**config.mk**
```make
export PLATFORM = sky130hd
export DESIGN_NAME = lru_page_replacement
export DESIGN_NICKNAME = d
export VERILOG_FILES = /design/src/rtl/lrupr_pkg.sv /design/src/rtl/lrupr_ram.sv /design/src/rtl/lrupr_scan.sv /design/src/rtl/lru_page_replacement.sv
export SDC_FILE = /design/constraint.sdc
export NUM_CORES = 1
export LEC_CHECK = 0
export ABC_AREA = 1
export BUFFER_PORTS_ARGS = -buffer_cell sky130_fd_sc_hd__buf_2
export CORE_MARGIN = 2
export CORE_UTILIZATION = 40
export DETAILED_ROUTE_END_ITERATION = 6
export GPL_ROUTABILITY_DRIVEN = 0
export SLEW_MARGIN = 25
export SYNTH_ARGS = -nofsm -noshare
export SYNTH_HDL_FRONTEND = slang
export SYNTH_SLANG_ARGS = --single-unit
```
**constraint.sdc**
```tcl
create_clock -name clk_i -period 5.17 [get_ports clk_i]
set_input_delay 0.7755 -clock clk_i [delete_from_list [all_inputs] [get_ports clk_i]]
set_output_delay 0.7755 -clock clk_i [all_outputs]
set_load 0.005 [all_outputs]
```
**src/rtl/lrupr_pkg.sv**
```systemverilog
`timescale 1ns / 1ps
// ----------------------------------------------------------------------------
// lrupr_pkg
// Shared types and constants for the LRU page replacement block.
// ----------------------------------------------------------------------------
package lrupr_pkg;

  // Configuration register map (register index = paddr[2]).
  localparam logic RegActiveFrames = 1'b0;

  localparam int CfgDataW = 32;
  localparam int ActiveW  = 4;
  localparam int FaultW   = 32;

  localparam logic [ActiveW-1:0] ActiveFramesReset = 4'd8;

  // Status of one lookup pass, handed from the scan unit to the sequencer.
  typedef struct packed {
    logic hit;          // requested page found in an occupied frame
    logic found_empty;  // at least one empty frame seen
    logic found_zero;   // an occupied frame with rank zero seen
  } scan_flags_t;

endpackage

```
**src/rtl/lrupr_ram.sv**
```systemverilog
`timescale 1ns / 1ps
// ----------------------------------------------------------------------------
// lrupr_ram
// Generic simple dual-port RAM: one write port, one read port, registered read.
// ----------------------------------------------------------------------------
module lrupr_ram #(
  parameter int WIDTH = 19,
  parameter int DEPTH = 8
) (
  input  logic                                   clk_i,
  input  logic                                   we_i,
  input  logic [((DEPTH > 1) ? $clog2(DEPTH) : 1)-1:0] waddr_i,
  input  logic [WIDTH-1:0]                       wdata_i,
  input  logic                                   re_i,
  input  logic [((DEPTH > 1) ? $clog2(DEPTH) : 1)-1:0] raddr_i,
  output logic [WIDTH-1:0]                       rdata_o
);

  logic [WIDTH-1:0] mem_q [DEPTH];
  logic [WIDTH-1:0] rdata_q;

  always_ff @(posedge clk_i) begin
    if (we_i) begin
      mem_q[waddr_i] <= wdata_i;
    end
    if (re_i) begin
      rdata_q <= mem_q[raddr_i];
    end
  end

  assign rdata_o = rdata_q;

endmodule

```
**src/rtl/lrupr_scan.sv**
```systemverilog
`timescale 1ns / 1ps
// ----------------------------------------------------------------------------
// lrupr_scan
// Compare unit for the lookup pass: checks one frame per cycle and keeps the
// hit frame, the first empty frame, the rank-zero frame and the occupancy.
// ----------------------------------------------------------------------------
module lrupr_scan #(
  parameter int FRAMES    = 8,
  parameter int PAGE_BITS = 16
) (
  input  logic                                        clk_i,
  input  logic                                        rst_ni,
  input  logic                                        clear_i,
  input  logic                                        chk_i,
  input  logic [((FRAMES > 1) ? $clog2(FRAMES) : 1)-1:0] chk_idx_i,
  input  logic                                        entry_valid_i,
  input  logic [PAGE_BITS-1:0]                        entry_page_i,
  input  logic [((FRAMES > 1) ? $clog2(FRAMES) : 1)-1:0] entry_rank_i,
  input  logic [PAGE_BITS-1:0]                        req_page_i,
  output lrupr_pkg::scan_flags_t                      flags_o,
  output logic [((FRAMES > 1) ? $clog2(FRAMES) : 1)-1:0] hit_idx_o,
  output logic [((FRAMES > 1) ? $clog2(FRAMES) : 1)-1:0] hit_rank_o,
  output logic [$clog2(FRAMES + 1)-1:0]               used_o,
  output logic [((FRAMES > 1) ? $clog2(FRAMES) : 1)-1:0] empty_idx_o,
  output logic [((FRAMES > 1) ? $clog2(FRAMES) : 1)-1:0] zero_idx_o,
  output logic [PAGE_BITS-1:0]                        zero_page_o
);
  import lrupr_pkg::*;

  localparam int IdxW = (FRAMES > 1) ? $clog2(FRAMES) : 1;
  localparam int CntW = $clog2(FRAMES + 1);

  scan_flags_t          flags_q, flags_d;
  logic [CntW-1:0]      used_q, used_d;
  logic [IdxW-1:0]      hit_idx_q, hit_idx_d;
  logic [IdxW-1:0]      hit_rank_q, hit_rank_d;
  logic [IdxW-1:0]      empty_idx_q, empty_idx_d;
  logic [IdxW-1:0]      zero_idx_q, zero_idx_d;
  logic [PAGE_BITS-1:0] zero_page_q, zero_page_d;

  always_comb begin
    flags_d     = flags_q;
    used_d      = used_q;
    hit_idx_d   = hit_idx_q;
    hit_rank_d  = hit_rank_q;
    empty_idx_d = empty_idx_q;
    zero_idx_d  = zero_idx_q;
    zero_page_d = zero_page_q;
    if (clear_i) begin
      flags_d = '0;
      used_d  = '0;
    end else if (chk_i) begin
      if (entry_valid_i) begin
        used_d = used_q + CntW'(1);
        if (!flags_q.hit && (entry_page_i == req_page_i)) begin
          flags_d.hit = 1'b1;
          hit_idx_d   = chk_idx_i;
          hit_rank_d  = entry_rank_i;
        end
        if (!flags_q.found_zero && (entry_rank_i == '0)) begin
          flags_d.found_zero = 1'b1;
          zero_idx_d         = chk_idx_i;
          zero_page_d        = entry_page_i;
        end
      end else if (!flags_q.found_empty) begin
        flags_d.found_empty = 1'b1;
        empty_idx_d         = chk_idx_i;
      end
    end
  end

  always_ff @(posedge clk_i or negedge rst_ni) begin
    if (!rst_ni) begin
      flags_q <= '0;
      used_q  <= '0;
    end else begin
      flags_q <= flags_d;
      used_q  <= used_d;
    end
  end

  always_ff @(posedge clk_i) begin
    hit_idx_q   <= hit_idx_d;
    hit_rank_q  <= hit_rank_d;
    empty_idx_q <= empty_idx_d;
    zero_idx_q  <= zero_idx_d;
    zero_page_q <= zero_page_d;
  end

  assign flags_o     = flags_q;
  assign used_o      = used_q;
  assign hit_idx_o   = hit_idx_q;
  assign hit_rank_o  = hit_rank_q;
  assign empty_idx_o = empty_idx_q;
  assign zero_idx_o  = zero_idx_q;
  assign zero_page_o = zero_page_q;

endmodule

```
**src/rtl/lru_page_replacement.sv**
```systemverilog
`timescale 1ns / 1ps
// ----------------------------------------------------------------------------
// lru_page_replacement
// Fully associative LRU page-frame tracker with a saturating fault counter.
// Each item takes a lookup pass over the n effective active frames, a rank
// update pass and a result hand-off; no new item is accepted until the
// result is loaded into the output register. The single read port of the
// frame RAM is walked once for lookup and once for the rank update.
// Reset empties all frames, clears the fault count and sets active_frames to 8.
// ----------------------------------------------------------------------------
module lru_page_replacement #(
  parameter int FRAMES    = 8,
  parameter int PAGE_BITS = 16
) (
  input  logic                                        clk_i,
  input  logic                                        rst_ni,
  // Request channel
  input  logic                                        in_valid_i,
  output logic                                        in_ready_o,
  input  logic [PAGE_BITS-1:0]                        page_i,
  input  logic                                        last_request_i,
  // Result channel
  output logic                                        out_valid_o,
  input  logic                                        out_ready_i,
  output logic                                        hit_o,
  output logic [((FRAMES > 1) ? $clog2(FRAMES) : 1)-1:0] frame_index_o,
  output logic                                        evicted_valid_o,
  output logic [PAGE_BITS-1:0]                        evicted_page_o,
  output logic [lrupr_pkg::FaultW-1:0]                fault_count_o,
  output logic                                        run_done_o,
  // Configuration port
  input  logic                                        psel,
  input  logic                                        penable,
  input  logic                                        pwrite,
  input  logic [2:0]                                  paddr,
  input  logic [lrupr_pkg::CfgDataW-1:0]              pwdata,
  output logic [lrupr_pkg::CfgDataW-1:0]              prdata,
  output logic                                        pready
);
  import lrupr_pkg::*;

  localparam int IdxW  = (FRAMES > 1) ? $clog2(FRAMES) : 1;
  localparam int CntW  = $clog2(FRAMES + 1);
  localparam int RankW = IdxW;
  localparam int EntW  = PAGE_BITS + RankW;

  // Sequencer states: lookup pass, rank update pass, then result hand-off.
  localparam logic [1:0] S_IDLE   = 2'd0;
  localparam logic [1:0] S_SCAN   = 2'd1;
  localparam logic [1:0] S_UPDATE = 2'd2;
  localparam logic [1:0] S_FINISH = 2'd3;

  logic [1:0]           state_q, state_d;
  logic [ActiveW-1:0]   active_q;
  logic [FRAMES-1:0]    valid_q;
  logic [FaultW-1:0]    fault_q;
  logic [CntW-1:0]      addr_q, addr_d;
  logic                 chk_q, chk_d;
  logic [IdxW-1:0]      chk_idx_q, chk_idx_d;
  logic [PAGE_BITS-1:0] req_page_q;
  logic                 req_last_q;

  logic                 out_valid_q;
  logic                 hit_q;
  logic [IdxW-1:0]      frame_q;
  logic                 ev_valid_q;
  logic [PAGE_BITS-1:0] ev_page_q;
  logic [FaultW-1:0]    fault_out_q;
  logic                 done_q;

  // Effective frame count: zero acts as one, anything above FRAMES as FRAMES.
  logic [CntW-1:0] n_eff;
  always_comb begin
    if (active_q == '0) begin
      n_eff = CntW'(1);
    end else if (32'(active_q) > 32'(FRAMES)) begin
      n_eff = CntW'(FRAMES);
    end else begin
      n_eff = CntW'(active_q);
    end
  end

  // APB register access. pready is tied high, so a write lands in its access cycle.
  logic cfg_write;
  assign cfg_write = psel && penable && pwrite && (paddr[2] == RegActiveFrames);
  assign pready    = 1'b1;
  assign prdata    = (paddr[2] == RegActiveFrames) ? CfgDataW'(active_q) : '0;

  // Frame RAM: each entry holds {page, recency rank}.
  logic            ram_we, ram_re;
  logic [IdxW-1:0] ram_waddr, ram_raddr;
  logic [EntW-1:0] ram_wdata, ram_rdata;
  logic [PAGE_BITS-1:0] ent_page;
  logic [RankW-1:0]     ent_rank;

  assign ent_page = ram_rdata[EntW-1:RankW];
  assign ent_rank = ram_rdata[RankW-1:0];

  lrupr_ram #(
    .WIDTH (EntW),
    .DEPTH (FRAMES)
  ) u_ram (
    .clk_i   (clk_i),
    .we_i    (ram_we),
    .waddr_i (ram_waddr),
    .wdata_i (ram_wdata),
    .re_i    (ram_re),
    .raddr_i (ram_raddr),
    .rdata_o (ram_rdata)
  );

  // Lookup pass bookkeeping.
  scan_flags_t     flags;
  logic [IdxW-1:0] hit_idx, hit_rank, empty_idx, zero_idx;
  logic [CntW-1:0] used;
  logic [PAGE_BITS-1:0] zero_page;
  logic            scan_clear;
  logic            in_fire;

  assign in_ready_o = (state_q == S_IDLE);
  assign in_fire    = in_valid_i && in_ready_o;
  assign scan_clear = in_fire;

  lrupr_scan #(
    .FRAMES    (FRAMES),
    .PAGE_BITS (PAGE_BITS)
  ) u_scan (
    .clk_i         (clk_i),
    .rst_ni        (rst_ni),
    .clear_i       (scan_clear),
    .chk_i         (chk_q && (state_q == S_SCAN)),
    .chk_idx_i     (chk_idx_q),
    .entry_valid_i (valid_q[chk_idx_q]),
    .entry_page_i  (ent_page),
    .entry_rank_i  (ent_rank),
    .req_page_i    (req_page_q),
    .flags_o       (flags),
    .hit_idx_o     (hit_idx),
    .hit_rank_o    (hit_rank),
    .used_o        (used),
    .empty_idx_o   (empty_idx),
    .zero_idx_o    (zero_idx),
    .zero_page_o   (zero_page)
  );

  // Outcome of the lookup. With every frame occupied the ranks form a
  // permutation, so a rank-zero victim always exists.
  logic            evict;
  logic [IdxW-1:0] target;
  logic [RankW-1:0] new_rank;
  assign evict    = !flags.hit && !flags.found_empty;
  assign target   = flags.hit ? hit_idx : (flags.found_empty ? empty_idx : zero_idx);
  assign new_rank = (flags.hit || evict) ? RankW'(used - CntW'(1)) : RankW'(used);

  // Both passes share one address walker; the check stage acts on each read
  // in the cycle after it, because the read data is registered.
  logic issue;
  assign issue     = ((state_q == S_SCAN) || (state_q == S_UPDATE)) && (addr_q < n_eff);
  assign ram_re    = issue;
  assign ram_raddr = addr_q[IdxW-1:0];

  // Rank update: the target frame becomes most recent; frames ranked above
  // the hit frame, or every other frame on an eviction, move down by one.
  logic             dec;
  logic [RankW-1:0] upd_rank;
  always_comb begin
    if (flags.hit) begin
      dec = valid_q[chk_idx_q] && (ent_rank > hit_rank);
    end else if (evict) begin
      dec = (ent_rank != '0);
    end else begin
      dec = 1'b0;
    end
    upd_rank = ent_rank - RankW'(dec);
  end

  assign ram_we    = (state_q == S_UPDATE) && chk_q &&
                     (valid_q[chk_idx_q] || (chk_idx_q == target));
  assign ram_waddr = chk_idx_q;
  assign ram_wdata = (chk_idx_q == target) ? {req_page_q, new_rank}
                                           : {ent_page, upd_rank};

  // Result hand-off into the output register.
  logic              out_load;
  logic [FaultW-1:0] fault_next;
  assign out_load   = (state_q == S_FINISH) && (!out_valid_q || out_ready_i);
  assign fault_next = (flags.hit || (fault_q == '1)) ? fault_q : fault_q + FaultW'(1);

  always_comb begin
    state_d   = state_q;
    addr_d    = addr_q;
    chk_d     = issue;
    chk_idx_d = addr_q[IdxW-1:0];
    if (issue) begin
      addr_d = addr_q + CntW'(1);
    end
    unique case (state_q)
      S_IDLE: begin
        addr_d = '0;
        if (in_fire) begin
          state_d = S_SCAN;
        end
      end
      S_SCAN: begin
        if (!issue && !chk_q) begin
          state_d = S_UPDATE;
          addr_d  = '0;
        end
      end
      S_UPDATE: begin
        if (!issue && !chk_q) begin
          state_d = S_FINISH;
        end
      end
      S_FINISH: begin
        if (out_load) begin
          state_d = S_IDLE;
        end
      end
      default: begin
        state_d = S_IDLE;
      end
    endcase
  end

  always_ff @(posedge clk_i or negedge rst_ni) begin
    if (!rst_ni) begin
      state_q     <= S_IDLE;
      addr_q      <= '0;
      chk_q       <= 1'b0;
      active_q    <= ActiveFramesReset;
      valid_q     <= '0;
      fault_q     <= '0;
      out_valid_q <= 1'b0;
    end else begin
      state_q <= state_d;
      addr_q  <= addr_d;
      chk_q   <= chk_d;
      if (cfg_write) begin
        // A new frame count starts a fresh run.
        active_q <= pwdata[ActiveW-1:0];
        valid_q  <= '0;
        fault_q  <= '0;
      end else if (out_load) begin
        if (req_last_q) begin
          valid_q <= '0;
          fault_q <= '0;
        end else begin
          valid_q[target] <= 1'b1;
          fault_q         <= fault_next;
        end
      end
      if (out_load) begin
        out_valid_q <= 1'b1;
      end else if (out_ready_i) begin
        out_valid_q <= 1'b0;
      end
    end
  end

  always_ff @(posedge clk_i) begin
    chk_idx_q <= chk_idx_d;
    if (in_fire) begin
      req_page_q <= page_i;
      req_last_q <= last_request_i;
    end
    if (out_load) begin
      hit_q       <= flags.hit;
      frame_q     <= target;
      ev_valid_q  <= evict;
      ev_page_q   <= evict ? zero_page : '0;
      fault_out_q <= fault_next;
      done_q      <= req_last_q;
    end
  end

  assign out_valid_o     = out_valid_q;
  assign hit_o           = hit_q;
  assign frame_index_o   = frame_q;
  assign evicted_valid_o = ev_valid_q;
  assign evicted_page_o  = ev_page_q;
  assign fault_count_o   = fault_out_q;
  assign run_done_o      = done_q;

`ifndef SYNTHESIS
  // A hit never evicts.
  a_hit_no_evict: assert property (@(posedge clk_i) disable iff (!rst_ni)
    out_valid_o |-> !(hit_o && evicted_valid_o))
    else $error("result reports both a hit and an eviction");

  // Once an item is taken the block stays busy on the next cycle.
  a_busy_after_accept: assert property (@(posedge clk_i) disable iff (!rst_ni)
    (in_valid_i && in_ready_o) |=> !in_ready_o)
    else $error("new item accepted while the previous one is in progress");

  // Occupied frames never exceed the effective frame count.
  a_occupancy: assert property (@(posedge clk_i) disable iff (!rst_ni)
    $countones(valid_q) <= int'(n_eff))
    else $error("more frames occupied than are active");

  // The update pass never reads the entry it is writing.
  a_ram_no_collide: assert property (@(posedge clk_i) disable iff (!rst_ni)
    (ram_we && ram_re) |-> (ram_waddr != ram_raddr))
    else $error("frame RAM read and write at the same address");
`endif

endmodule

```
# Word-level counts from Yosys, hierarchy flattened
# Memory sizes are Yosys's and may differ from the RTL's. A register that Yosys moved wholly into a read port is not among the register bits.
# Index checks and enable logic that the tools add are counted.
[totals]
reg_bits = 161
ram_bits = 152
in_bits = 59
wordCells = 139
n_memories = 1
[mem_list]
columns = ["memory", "depth", "word_bits", "read_ports", "rd_ports_with_merged_regs", "write_ports", "line_no", "text"]
rows = [
  ["u_ram.mem_q", 8, 19, 1, 1, 1, "lrupr_ram.sv:19", "logic [WIDTH-1:0] mem_q [DEPTH];"],
]
[classes]
add_sub_neg = 5
n_lt_le_gt_ge = 6
n_eq_ne = 11
n_mux = 42
bitwise = 5
n_reduce_logical = 44
[op_table]
columns = ["op", "n"]
rows = [
  ["2-to-1 mux 32 bit", 4],
  ["adder 32 x 1 -> 32 bit (second input constant)", 1],
  ["equality test 32 bit (second input constant)", 1],
  ["2-to-1 mux 4 bit", 8],
  ["2-to-1 mux 8 bit", 3],
  ["2-to-1 mux 19 bit", 1],
  ["equality test 16 bit", 1],
  ["AND reduction 4 bit", 4],
  ["logical AND 1 bit", 15],
  ["2-to-1 mux 3 bit", 5],
  ["2-to-1 mux 1 bit", 13],
  ["nonzero test 2 bit", 6],
  ["adder 4 x 1 -> 4 bit (second input constant)", 2],
  ["less-than comparator 3 x 4 -> 1 bit (second input constant)", 2],
  ["2-to-1 mux 2 bit", 4],
  ["bitwise OR 8 bit", 1],
  ["one-hot mux 2 bit (4 select lines)", 1],
  ["one-hot mux 4 bit (2 select lines)", 1],
  ["logical NOT 1 bit", 6],
  ["inequality test 2 x 1 -> 1 bit (second input constant)", 3],
  ["AND reduction 3 bit", 2],
  ["logical OR 1 bit", 5],
  ["equality test 2 bit (second input constant)", 2],
  ["greater-than comparator 4 bit (second input constant)", 1],
  ["16 further kinds", 21],
]

# Longest topological paths before layout
[logic_depth]
ltp_word = 10
depth_mapped = 14

# By module
# From an unflattened synthesis, not the netlist that was laid out.
[hier_totals]
hier_cells = 1725
area_unflattened_um2 = 15841.4
[modules_own_cells]
columns = ["mod", "n_inst", "cells_per_inst", "area_per_inst_um2", "seq_area_each_um2"]
rows = [
  ["lrupr_ram", 1, 694, 7268.2, 5134.9],
  ["lru_page_replacement", 1, 864, 6991.7, 3494.6],
  ["lrupr_scan", 1, 167, 1581.5, 1016.0],
]

# Worst setup path before layout
# Ideal clock, no wire load.
[synth_path]
kind = "input to register"
from = "input port out_ready_i"
to = "register valid_q[1]"
setup_ns = 0.135
t_arrival_ns = 2.802
setup_slack_ns = 2.232
cell_stages = 7
path_cell_list = "inv_1 -> nand2_1 -> nand2_1 -> inv_1 -> nor2_1 -> nor2_1 -> nor2_1"
[synth_between]
elab_chain_len = 3
[synth_lines]
columns = ["element", "line_no", "text"]
rows = [
  ["from (decl)", "lru_page_replacement.sv:24", "input logic out_ready_i,"],
  ["logical OR 1 bit", "lru_page_replacement.sv:186", "assign out_load = (state_q == S_FINISH) && (!out_valid_q || out_ready_i);"],
  ["logical AND 1 bit", "lru_page_replacement.sv:186", ""],
  ["named net out_load", "lru_page_replacement.sv:184", "logic out_load;"],
  ["nonzero test 2 bit (no source line)", "-", ""],
  ["to (signal assigned)", "lru_page_replacement.sv:232", "valid_q <= '0;"],
  ["to (signal assigned)", "lru_page_replacement.sv:242", "valid_q <= '0;"],
  ["to (signal assigned)", "lru_page_replacement.sv:246", "valid_q <= '0;"],
  ["to (decl)", "lru_page_replacement.sv:55", "logic [FRAMES-1:0] valid_q;"],
]
# The timed path passes the listed nets, and every way through them passes these cells.
# A chain may end at the register's enable or synchronous reset.

# Worst setup path after layout
[layout_path]
from = "register u_scan.flags_q, in the netlist u_scan.flags_o[2]"
to = "memory u_ram.mem_q[7][0], data pin"
[layout_lines]
columns = ["element", "line_no", "text"]
rows = [
  ["from (decl)", "lrupr_scan.sv:33", "scan_flags_t flags_q, flags_d;"],
  ["from (signal assigned)", "lrupr_scan.sv:77", "flags_q <= flags_d;"],
  ["2-to-1 mux 3 bit", "lru_page_replacement.sv:152", "assign target = flags.hit ? hit_idx : (flags.found_empty ? empty_idx : zero_idx);"],
  ["named net target[0]", "lru_page_replacement.sv:149", "logic [IdxW-1:0] target;"],
  ["equality test 3 bit", "lru_page_replacement.sv:180", "assign ram_wdata = (chk_idx_q == target) ? {req_page_q, new_rank}"],
  ["2-to-1 mux 19 bit", "lru_page_replacement.sv:180", ""],
  ["named net ram_wdata[0]", "lru_page_replacement.sv:92", "logic [EntW-1:0] ram_wdata, ram_rdata;"],
  ["to (decl)", "lrupr_ram.sv:19", ""],
]
# The timed path passes the listed nets, and every way through them passes these cells.

==> impl_metrics.tcl <==
set metrics [dict create \
    fp.coreArea_um2 36610 \
    io_buffer_count 88 \
    fmax_ghz 0.3051 \
    endpoint_kind "register" \
    comb_power_share 0.250 \
    vias 10010 \
    drv_slew 0 \
    viasPerCell 4.896 \
    synth_cell_types 36 \
    setup_viol 0 \
    dp_hpwl_um 20270 \
    drive_above_1_share 0.1244 \
    dr.pass1.iters 4 \
    grt_antenna_before_repair 0 \
    layout_min_cycle_time_ns 3.278 \
    drt_iter0_drc 592 \
    final.setup.tns_ns 0 \
    hold_path_class "in2async" \
    leakage_nw 6.756 \
    dieArea_um2 38680 \
    die_w_um 196.7 \
    hold_viol_final 0 \
    post_cts_buffers 0 \
    synth_area_um2 14850 \
    clock-sinks 331 \
    wl_per_cell_um 15.96 \
    clock_latency_ns 0.53 \
    cts_hold_buf 0 \
    switching_share 0.3294 \
    grt_max_degree 81 \
    cp.arrival_ns 3.48 \
    critical_path_class "reg2reg" \
    post-route-util 0.4578 \
    crit_fanout 39 \
    setup_ws_ns 1.892 \
    required_ns 5.37 \
    final_cell_count_no_fill 2044 \
    cellPowerDensity_nw_per_um2 502.2 \
    num_antenna_cells 0 \
    nets 1625 \
    synth_edf_count 270 \
    drc 0 \
    ys_seq_area_frac 0.6479 \
    clock_tree.root_cell "clkbuf_16" \
    finalCritPeriodShare 0.6340 \
    die_height_um 196.7 \
    grt_pass1_wl_um 51920 \
    grt_pass1_vias 9628 \
    maxSlewHeadroom 0.3791 \
    rows 70 \
    start_kind "register" \
    p_int_w 0.005645 \
    dp.cells 1979 \
    maxCapViolations 0 \
    num-fill-cells 3412 \
    syn_inst 1456 \
    syn_to_final_growth_pct 12.88 \
    cts_made_buffers 37 \
    async_flop_share 0.1752 \
    ant_nets 0 \
    rsz0062_at_grt "false" \
    dp_slack_ns 1.974 \
    grt.total_usage 0.1717 \
    outcome "complete, no violations" \
    p_sw_w 0.002772 \
    ir_worst_vdd_mv 0.2303 \
    overflow 0 \
    power_frac_clock 0.281 \
    cts_tree "yes" \
    tightest_slew_ns 0.9303 \
    floorplan.initialDensity 0.4056 \
    pin_count 148 \
    drt_wl_total_um 32610 \
    clockBufferDepth 3 \
    clk_pin_slew_ns 0.06 \
    post_cts_resized 0 \
    power_frac_seq 0.469 \
    skew_ns 0.01987 \
    htreeDepth 2 \
    synth-main-ff-cell "edfxtp_1" \
    synth_seq_cells 331 \
    syn_area_per_cell_um2 10.20 \
    ys_warn_count 0 \
]
==> placed cells by master, fill, tap and decap left out, types with 6 or more instances in the layout <==
cell type,count
buf_2,88
a31oi_1,20
ha_1,16
o22ai_1,22
clkinv_1,8
and2_1,18
o21ai_0,102
clkbuf_16,37
buf_4,18
or2_2,6
nand4_1,8
clkbuf_1,9
nand3_1,71
conb_1,29
xor2_1,22
nand2_1,340
clkinv_2,7
inv_1,131
xnor2_1,8
dfrtp_1,56
edfxtp_1,270
nor2_2,9
nor2_4,6
a21oi_1,9
inv_2,6
nor2_1,220
o21ai_1,11
==> per-stage QoR <==
stage | hold WS [ns] | area [µm²] | power, W
2_1_floorplan | 0.3684 | 14950 | 0.005397
3_3_place_gp | 0.4775 | 15680 | 0.006078
3_5_place_dp | 0.4827 | 15680 | 0.006126
4_1_cts | 0.3912 | 16760 | 0.008508
5_1_grt | 0.3963 | 16760 | 0.008922
6_report | 0.4106 | 16760 | 0.008417
==> path summary, 6_finish.rpt <==
check | slack, ns | end | from | cells past startpoint
worst max register to register | 1.89 | u_ram.mem_q[7][0] | u_scan.flags_o[2] | 7
max in group asynchronous | 4.15 | addr_q[0] | rst_ni | 2
worst min-delay path | 0.41 | fault_q[2] | rst_ni | 2
worst max-delay path | 1.89 | u_ram.mem_q[7][0] | u_scan.flags_o[2] | 7
worst min register to register | 0.50 | valid_q[7] | valid_q[7] | 2
min in group clk_i | 0.41 | req_page_q[15] | page_i[15] | 1
==> sequential cells by signal, summed over array words and instances, names as in the netlist, 2 cells and up <==
register,flops
u_ram.mem_q,152
fault_count_o,32
fault_q,32
u_ram.rdata_o,19
evicted_page_o,16
req_page_q,16
u_scan.zero_page_o,16
valid_q,8
active_q,4
addr_q,4
chk_idx_q,3
frame_index_o,3
u_scan.empty_idx_o,3
u_scan.flags_o,3
u_scan.hit_idx_o,3
u_scan.hit_rank_o,3
u_scan.used_o,3
u_scan.zero_idx_o,3
state_q,2
==> synthesized netlist by cell type, types with 9 or more instances <==
| cell | n | area (µm²) |
|---|---|---|
| edfxtp_1 | 270 | 8108 |
| nand3_1 | 71 | 355.3 |
| buf_2 | 10 | 50.05 |
| ha_1 | 16 | 200.2 |
| xor2_1 | 22 | 192.7 |
| and2_1 | 18 | 112.6 |
| a31oi_1 | 20 | 125.1 |
| buf_4 | 33 | 247.7 |
| nand2_1 | 340 | 1276 |
| inv_1 | 134 | 503.0 |
| o21ai_1 | 11 | 55.05 |
| clkbuf_1 | 29 | 108.9 |
| a21oi_1 | 9 | 45.04 |
| o22ai_1 | 22 | 137.6 |
| o21ai_0 | 102 | 510.5 |
| dfrtp_1 | 57 | 1426 |
| nor2_1 | 229 | 859.6 |
==> final cells by class <==
type	count	area, µm²	share of cell area
clock buffers	47	973.4	0.05808
clock inverters	18	110.1	0.006570
inverters	138	518.0	0.03091
multi-input cells	936	4375	0.2611
flip-flops and latches	331	9622	0.5741
well taps	468	585.6	0.03494
repair buffers	106	575.6	0.03434
==> metal layers <==
metal | GRT usage | wire [µm] | up-vias
li1 | - | - | 4955
met1 | 0.2215 | 14650 | 4783
met2 | 0.2935 | 15690 | 208
met3 | 0.02584 | 1219 | 62
met4 | 0.06516 | 1052 | 0
met5 | 0 | 0 | -
==> logic make-up after synthesis <==
family                   after synthesis  share of synthesized area
other                                  2                  0.0005058
AND/OR/NAND/NOR                      695                     0.1936
adder cells (fa/ha/maj)               16                    0.01348
buffers and inverters                216                    0.06640
flip-flops                           331                     0.6479
AO/OA/AOI/OAI                        165                    0.05932
XOR/XNOR                              31                    0.01879
==> power by group through the flow <==
stage	Clock, W	Combinational (W)	Sequential [W]
CTS	0.00242	0.00213	0.00395
global route	0.00253	0.00240	0.00400
detailed placement	0	0.00212	0.00401
floorplan	0	0.00147	0.00393
global placement	0	0.00208	0.00400
finish	0.00237	0.00210	0.00395
==> critical path, stage by stage, from the launching register on <==
cell	delay, ns
dfrtp_1	0.54
nor2_4	0.26
nand2_1	0.09
nand3_1	0.17
nand2_1	0.07
nand2_1	0.09
nand3_2	0.68
o21ai_0	1.03
(Power assumes the default switching activity.)
